==> src/design/hbsd_pkg.sv <==
// shared types, constants and handshake structs of the bit-serial code-tree decoder
package hbsd_pkg;

  localparam int MAX_NODES    = 256;
  localparam int MAX_CODE_LEN = 32;
  localparam int SYMBOLS      = 128;

  localparam int NODE_W     = $clog2(MAX_NODES);
  localparam int USED_W     = NODE_W + 1;
  localparam int SYM_W      = 7;
  localparam int CODE_W     = 32;
  localparam int CODE_IDX_W = $clog2(CODE_W);
  localparam int LEN_W      = 6;
  localparam int STATUS_W   = 2;
  localparam int CMP_W      = (USED_W > LEN_W) ? USED_W : LEN_W;

  localparam logic OP_LOAD   = 1'b0;
  localparam logic OP_DECODE = 1'b1;

  localparam logic [STATUS_W-1:0] ST_OK     = 2'd0;
  localparam logic [STATUS_W-1:0] ST_MISS   = 2'd1;
  localparam logic [STATUS_W-1:0] ST_REJECT = 2'd2;

  typedef struct packed {
    logic              op;
    logic [SYM_W-1:0]  symbol_in;
    logic [CODE_W-1:0] code_bits;
    logic [LEN_W-1:0]  code_length;
    logic              data_bit;
  } in_t;

  typedef struct packed {
    logic                symbol_valid;
    logic [SYM_W-1:0]    symbol_out;
    logic [STATUS_W-1:0] status;
  } out_t;

  typedef struct packed {
    logic [NODE_W-1:0] left;
    logic [NODE_W-1:0] right;
    logic              leaf;
    logic [SYM_W-1:0]  sym;
  } node_t;

  typedef enum logic [2:0] {
    S_IDLE,
    S_L_START,
    S_L_WALK,
    S_L_FILL,
    S_D_START,
    S_D_STEP,
    S_D_LEAF,
    S_RESULT
  } state_t;

  typedef enum logic [1:0] {
    RD_ROOT,
    RD_WALK,
    RD_NEXT
  } rd_sel_t;

  typedef enum logic [1:0] {
    WR_NONE,
    WR_LEAF,
    WR_BRANCH,
    WR_FILL
  } wr_kind_t;

  typedef enum logic [2:0] {
    RES_LOAD_OK,
    RES_REJECT,
    RES_MISS,
    RES_SYM,
    RES_ADV
  } res_kind_t;

  typedef struct packed {
    logic      capture;
    logic      walk_init;
    logic      walk_advance;
    logic      rd_en;
    rd_sel_t   rd_sel;
    wr_kind_t  wr_kind;
    logic      res_en;
    res_kind_t res_kind;
    logic      out_load;
  } ctrl_cmd_t;

  typedef struct packed {
    logic in_op;
    logic load_bad;
    logic at_end;
    logic child_missing;
    logic no_room;
    logic leaf_hit;
    logic out_free;
  } dp_stat_t;

endpackage

==> src/design/hbsd_controller.sv <==
// sequencing state machine for code loads and decode steps
module hbsd_controller (
  input  logic               clk,
  input  logic               rst,
  input  logic               in_valid,
  output logic               in_ready,
  input  hbsd_pkg::dp_stat_t stat,
  output hbsd_pkg::ctrl_cmd_t cmd
);

  hbsd_pkg::state_t state;
  hbsd_pkg::state_t state_next;

  always_ff @(posedge clk) begin
    if (rst) begin
      state <= hbsd_pkg::S_IDLE;
    end else begin
      state <= state_next;
    end
  end

  // next state
  always_comb begin
    state_next = state;
    unique case (state)
      hbsd_pkg::S_IDLE: begin
        if (in_valid) begin
          state_next = (stat.in_op == hbsd_pkg::OP_DECODE) ? hbsd_pkg::S_D_START
                                                           : hbsd_pkg::S_L_START;
        end
      end
      hbsd_pkg::S_L_START: begin
        state_next = stat.load_bad ? hbsd_pkg::S_RESULT : hbsd_pkg::S_L_WALK;
      end
      hbsd_pkg::S_L_WALK: begin
        if (stat.at_end) begin
          state_next = hbsd_pkg::S_RESULT;
        end else if (stat.child_missing) begin
          state_next = stat.no_room ? hbsd_pkg::S_RESULT : hbsd_pkg::S_L_FILL;
        end
      end
      hbsd_pkg::S_L_FILL: begin
        if (stat.at_end) begin
          state_next = hbsd_pkg::S_RESULT;
        end
      end
      hbsd_pkg::S_D_START: begin
        state_next = hbsd_pkg::S_D_STEP;
      end
      hbsd_pkg::S_D_STEP: begin
        state_next = stat.child_missing ? hbsd_pkg::S_RESULT : hbsd_pkg::S_D_LEAF;
      end
      hbsd_pkg::S_D_LEAF: begin
        state_next = hbsd_pkg::S_RESULT;
      end
      hbsd_pkg::S_RESULT: begin
        if (stat.out_free) begin
          state_next = hbsd_pkg::S_IDLE;
        end
      end
      default: state_next = hbsd_pkg::S_IDLE;
    endcase
  end

  // commands
  always_comb begin
    cmd      = '0;
    in_ready = 1'b0;
    unique case (state)
      hbsd_pkg::S_IDLE: begin
        in_ready    = 1'b1;
        cmd.capture = in_valid;
      end
      hbsd_pkg::S_L_START: begin
        if (stat.load_bad) begin
          cmd.res_en   = 1'b1;
          cmd.res_kind = hbsd_pkg::RES_REJECT;
        end else begin
          cmd.walk_init = 1'b1;
          cmd.rd_en     = 1'b1;
          cmd.rd_sel    = hbsd_pkg::RD_ROOT;
        end
      end
      hbsd_pkg::S_L_WALK: begin
        if (stat.at_end) begin
          cmd.wr_kind  = hbsd_pkg::WR_LEAF;
          cmd.res_en   = 1'b1;
          cmd.res_kind = hbsd_pkg::RES_LOAD_OK;
        end else if (stat.child_missing) begin
          if (stat.no_room) begin
            cmd.res_en   = 1'b1;
            cmd.res_kind = hbsd_pkg::RES_REJECT;
          end else begin
            cmd.wr_kind = hbsd_pkg::WR_BRANCH;
          end
        end else begin
          cmd.walk_advance = 1'b1;
          cmd.rd_en        = 1'b1;
          cmd.rd_sel       = hbsd_pkg::RD_NEXT;
        end
      end
      hbsd_pkg::S_L_FILL: begin
        cmd.wr_kind = hbsd_pkg::WR_FILL;
        if (stat.at_end) begin
          cmd.res_en   = 1'b1;
          cmd.res_kind = hbsd_pkg::RES_LOAD_OK;
        end
      end
      hbsd_pkg::S_D_START: begin
        cmd.rd_en  = 1'b1;
        cmd.rd_sel = hbsd_pkg::RD_WALK;
      end
      hbsd_pkg::S_D_STEP: begin
        if (stat.child_missing) begin
          cmd.res_en   = 1'b1;
          cmd.res_kind = hbsd_pkg::RES_MISS;
        end else begin
          cmd.walk_advance = 1'b1;
          cmd.rd_en        = 1'b1;
          cmd.rd_sel       = hbsd_pkg::RD_NEXT;
        end
      end
      hbsd_pkg::S_D_LEAF: begin
        cmd.res_en   = 1'b1;
        cmd.res_kind = stat.leaf_hit ? hbsd_pkg::RES_SYM : hbsd_pkg::RES_ADV;
      end
      hbsd_pkg::S_RESULT: begin
        cmd.out_load = stat.out_free;
      end
      default: begin
        cmd = '0;
      end
    endcase
  end

endmodule

==> config.mk <==
export PLATFORM = sky130hd
export DESIGN_NAME = hbsd_controller
export DESIGN_NICKNAME = d
export VERILOG_FILES = /design/src/design/hbsd_pkg.sv /design/src/design/hbsd_controller.sv
export SDC_FILE = /design/constraint.sdc
export NUM_CORES = 1
export LEC_CHECK = 0
export BUFFER_PORTS_ARGS = -buffer_cell sky130_fd_sc_hd__buf_2
export CAP_MARGIN = 20
export CORE_AREA = 5 5 42 44
export DETAILED_ROUTE_END_ITERATION = 8
export DIE_AREA = 0 0 47 49
export HOLD_SLACK_MARGIN = 0.03
export PLACE_DENSITY = 0.72
export SLEW_MARGIN = 40
export SYNTH_ARGS = -nofsm -noshare
export SYNTH_HDL_FRONTEND = slang
export SYNTH_SLANG_ARGS = --single-unit
export TNS_END_PERCENT = 10
==> constraint.sdc <==
create_clock -name clk -period 2.1 [get_ports clk]
set_input_delay 0.63 -clock clk [delete_from_list [all_inputs] [get_ports clk]]
set_output_delay 0.63 -clock clk [all_outputs]
set_load 0.01 [all_outputs]
Yosys cells after proc, flatten, opt, wreduce, memory -nomap -nowiden
Cells that the tools add are included.
- word-level logic and storage cells: 44
- bits of input ports: 10
- flip-flop bits (word level): 3
- output and inout port bits: 14
- multiplexer cells: 30
- reduce and logical (&&, ||, !) cells: 2
- equality and inequality tests: 11
- operators by type and width (kind ; count):
    $mux W3 ; 10
    $mux W4 ; 6
    $pmux W3 S8 ; 1
    $pmux W4 S5 ; 1
    $eq A3 B3 Y1 const B ; 4
    $mux W6 ; 2
    $pmux W3 S4 ; 1
    $eq A3 B2 Y1 const B ; 2
    $mux W1 ; 6
    $ne A2 B2 Y1 const B ; 3
    $pmux W2 S2 ; 1
    $reduce_and A4 Y1 ; 1
    $eq A3 B1 Y1 const B ; 1
    $logic_not A3 Y1 ; 1
    $ne A3 B3 Y1 const B ; 1
    $mux W2 ; 1
    $pmux W1 S2 ; 1

Logic depth before layout (Yosys ltp)
- depth in word-level cells: 4
- gate-level depth with buffers: 6

Least setup slack after synthesis
Ideal clock, no wire load.
- path kind: input to output
- start point: input stat[4] (netlist bit)
- end point: output cmd[9] (netlist bit)
- path slack: 165 ps
- stages: 3
- arrival: 1305 ps
- cells stage by stage: o32a_2 nor2_2 or3_1
- RTL lines (item ; line ; text):
    start: declaration ; hbsd_controller.sv:7 ; input hbsd_pkg::dp_stat_t stat,
    end: declaration ; hbsd_controller.sv:8 ; output hbsd_pkg::ctrl_cmd_t cmd

==> impl_metrics.csv <==
group,metric,value,unit
outcome,outcome,"completed",
yosys,register_area_share_after_synthesis,13.68,%
pwr,p_leak,0.2847,nW
cts,cts_max_level,1,
final_layout,n_antenna_cell,0,
yosys,number_of_instances_in_the_synthesized_netlist,63,
setup_path,ff2ff_path_depth,5,
final_layout,post_route_cells_drive_above_1_share,47.19,%
run,max-cap-violations,0,
global_routing,via_count_of_the_first_global_routing_pass,460,
floorplanning,initial_core_util,31.34,%
pwr,switching_share,44.07,%
placement,port_buffers,23,
setup_path,r2r-end,"state[0]",
setup_path,crit_path_end_kind,"primary output",
cts,clkTransAtPathRegs,0.04,ns
setup_path,path_class,"input port to primary output",
yosys,synth_nets,73,
setup_path,worst_path_dominant_cell_family,"simple AND/OR/NAND/NOR gates",
yosys,post_synth_fa_ha_maj_area_fraction,0,%
setup_path,r2r-start,"state[0]",
cts,numCtsBuffers,3,
drt,drc,0,
cts,cts_root_buffer,"clkbuf_4",
placement,gp_routability_congestion,0.7905,
final_layout,largestRegisters,"state (3)",
setup_path,path_cells,"buf_2 -> or4_1 -> nand3_1 -> buf_2",
yosys,synthDominantCellAreaShare,13.68,%
drt,post_route_antenna_net_violation_count,0,
drt,dr.first_iter.drc_count,5,
timing,setup_violations,0,
setup_path,critical_path.startpoint_type,"input port",
floorplanning,dieWidth,47,um
pwr,pwr-share-seq,21.6,%
yosys,ys_warn_count,0,
floorplanning,placementRows,14,
cts,clock_latency_at_the_later_pin_of_the_worst_skew_pair,0.23,ns
pwr,power_per_cell_area,888.7,nW/um2
drt,drt-total-wl,1215,um
setup_path,critPathArrivalTime,1.45,ns
drt,route.detailed.vias_per_inst,5.162,
pwr,p_comb_share,58.9,%
floorplanning,pin_count,24,
placement,dp_hpwl,917,um
yosys,synth_cell_types,31,
yosys,synth_top_family_by_area,"simple AND/OR/NAND/NOR gates",
final_layout,sequential_cell_area,68.82,um2
final_layout,top_register,"state",
cts,cts_post_setup_buffers_inserted,0,
final_layout,flip_flop_count_of_the_largest_register_after_layout,3,
pwr,vdd_ir_drop_max,0.3121,mV
final_layout,most_common_cell_after_layout_fill_and_taps_aside,"buf_2",
timing,rsz0062_at_grt,"true",
global_routing,wire_length_of_the_first_global_routing_pass,1966,um
timing,period_needed,2.075,ns
setup_path,timing.reg2reg.setup_slack,0.66,ns
placement,post_placement_cell_count,101,
yosys,avgSynthCellArea,6.971,um2
final_layout,layout.nets,100,
pwr,cell_internal_pwr,297.3,uW
hold_path,worst_hold_path_type,"flip-flop to flip-flop",
cts,clock_sinks,3,
pwr,total_power,531.5,uW
floorplanning,fp.coreArea,1401,um2
global_routing,antenna_violations_before_repair,0,
setup_path,timing.critical_path.mode_cell,"buf_2",
final_layout,n_fill_cell,158,
drt,wl_met2,646,um
drt,highest_layer,"met3",
cts,ctsHoldBuffers,0,
yosys,synthTopCellsByArea,"dfxtp_1 14%, buf_6 10%, nor3_1 5.7%",
final_layout,final_cell_mix,"23 x buf_2, 6 x nand2_1, 6 x nor2_1, 5 x buf_4",
final_layout,multi_input_gate_area_in_the_final_layout,315.3,um2
yosys,fraction_of_synthesized_cell_area_in_xor_and_xnor_cells,0,%
global_routing,grt_remaining_overflow,0,
hold_path,min_delay_path_depth,2,
global_routing,grt_use_total,11.12,%
pwr,p_sw,234.2,uW
setup_path,path_max_fanout,3,
drt,routed_length_on_met3,71,um
timing,post-route-period-util,98.82,%
timing,max-slew-margin-rel,81.57,%
yosys,synth.mux.area_fraction,2.279,%
yosys,compound_gate_fraction_of_synth_area,23.93,%
floorplanning,design.die.area,2303,um2
timing,layout_skew,0.004607,ns
cts,clock_tree.buffer_depth,2,
hold_path,hold_path_startpoint,"state[0]",
yosys,mappedNetlistArea,439.2,um2
final_layout,synthToLayoutAreaGrowth,36.18,%
setup_path,worstPathBufferInverterCount,2,
setup_path,critical-path-slowest-cell,"or4_1",
drt,detailroute.via_count,542,
timing,fmax,481.9,MHz
setup_path,required_time_of_the_worst_setup_path,1.47,ns
yosys,post_synth_top_area_cell,"dfxtp_1",
final_layout,final-instance-count-excl-fill,105,
drt,drt_first_pass_iters,3,
drt,detail_route.wirelength.met1,497,um
pwr,clockPowerShare,19.6,%
drt,post_drt_wl_per_cell,11.57,um
yosys,ys_ff_latch,3,
timing,total_count_of_hold_check_failures_in_the_final_report,0,
floorplanning,die_h,49,um
yosys,synthSimpleGateAreaFrac,43.59,%
global_routing,pin_count_of_the_biggest_net_entering_global_routing,12,
timing,max_slew.worst_pin.slew,0.2757,ns
timing,final_max_slew_viol_count,0,
cts,clock_tree_from_tritoncts,"yes",
setup_path,cpPeakStageDelay,0.50,ns
hold_path,whs_endpoint,"state[1]",
## what timing repair did
action                                  in CTS  in global routing
endpoints found under the setup margin       3                  6
gates resized for setup                      2                  5
pin swaps                                    0                  1
## layout make-up
class                           instances  area share [%]
Inverter                                4           2.510
Timing Repair Buffer                   28           25.52
Sequential cell                         3           11.51
Tap cell                               16           3.347
Clock buffer                            4           4.393
Multi-Input combinational cell         50           52.72
## routing by layer
layer | GRT usage (%) | vias to the layer above
met5 | 0 | -
met4 | 4.147 | 0
met3 | 1.107 | 0
met2 | 17.87 | 13
met1 | 14.69 | 250
li1 | - | 279
## how the worst max path moves through the flow
| stage | end | cells past startpoint | start | slack (ns) |
|---|---|---|---|---|
| floorplan | cmd[9] | 3 | stat[4] | 0.17 |
| global placement | cmd[1] | 4 | stat[4] | 0.009 |
| detailed placement | cmd[1] | 4 | stat[4] | 0.004 |
| CTS | cmd[1] | 4 | stat[4] | 0.001 |
| global route | cmd[9] | 5 | stat[4] | -0.02 |
| finish | cmd[1] | 4 | stat[4] | 0.02 |
## cell families (layout without fill, tap and decap cells)
group | count (synthesis) | in the layout
simple gates | 34 | 34
mux | 1 | 1
compound gates | 15 | 15
flops | 3 | 3
buf+inv | 10 | 36
## through the flow
stage / hold slack [ns] / TNS (ns) / util, % / worst slack (ns) / cell area (um2)
4_1_cts: 0.5945 / 0 / 41.61 / 0.001294 / 583.1
5_1_grt: 0.6136 / -0.02778 / 42.68 / -0.02288 / 598.1
2_1_floorplan: 0.6085 / 0 / - / 0.1653 / 439.2
3_5_place_dp: 0.6254 / 0 / 39.55 / 0.004006 / 554.3
3_3_place_gp: 0.6433 / 0 / 39.55 / 0.009019 / 554.3
6_report: 0.5936 / 0 / 42.68 / 0.02478 / 598.1
## worst register-to-register path: stages (launching register included)
cell	delay (ns)
dfxtp_2	0.41
buf_4	0.20
inv_1	0.10
a211oi_2	0.27
o31ai_1	0.12
a211oi_1	0.24
## Yosys cell counts (all sizes together)
library cell	instances
a21oi	4
nor3b	1
a31oi	1
a221oi	1
nor3	5
and2	3
o32a	1
o21ai	2
inv	4
or4	1
nor2b	1
o22ai	1
a211oi	2
or3	1
nor4	2
nand2b	2
nand3	4
nor2	7
nand2	6
buf	6
mux2i	1
dfxtp	3
o21bai	1
nor4b	1
o31ai	2
## power groups by stage
stage / Combinational [mW] / Sequential, mW / Clock [mW]
finish: 0.313 / 0.115 / 0.104
floorplan: 0.255 / 0.0846 / 0
CTS: 0.309 / 0.108 / 0.110
global placement: 0.306 / 0.106 / 0
global route: 0.348 / 0.119 / 0.114
detailed placement: 0.309 / 0.105 / 0
Power figures use the tool's default switching activity.
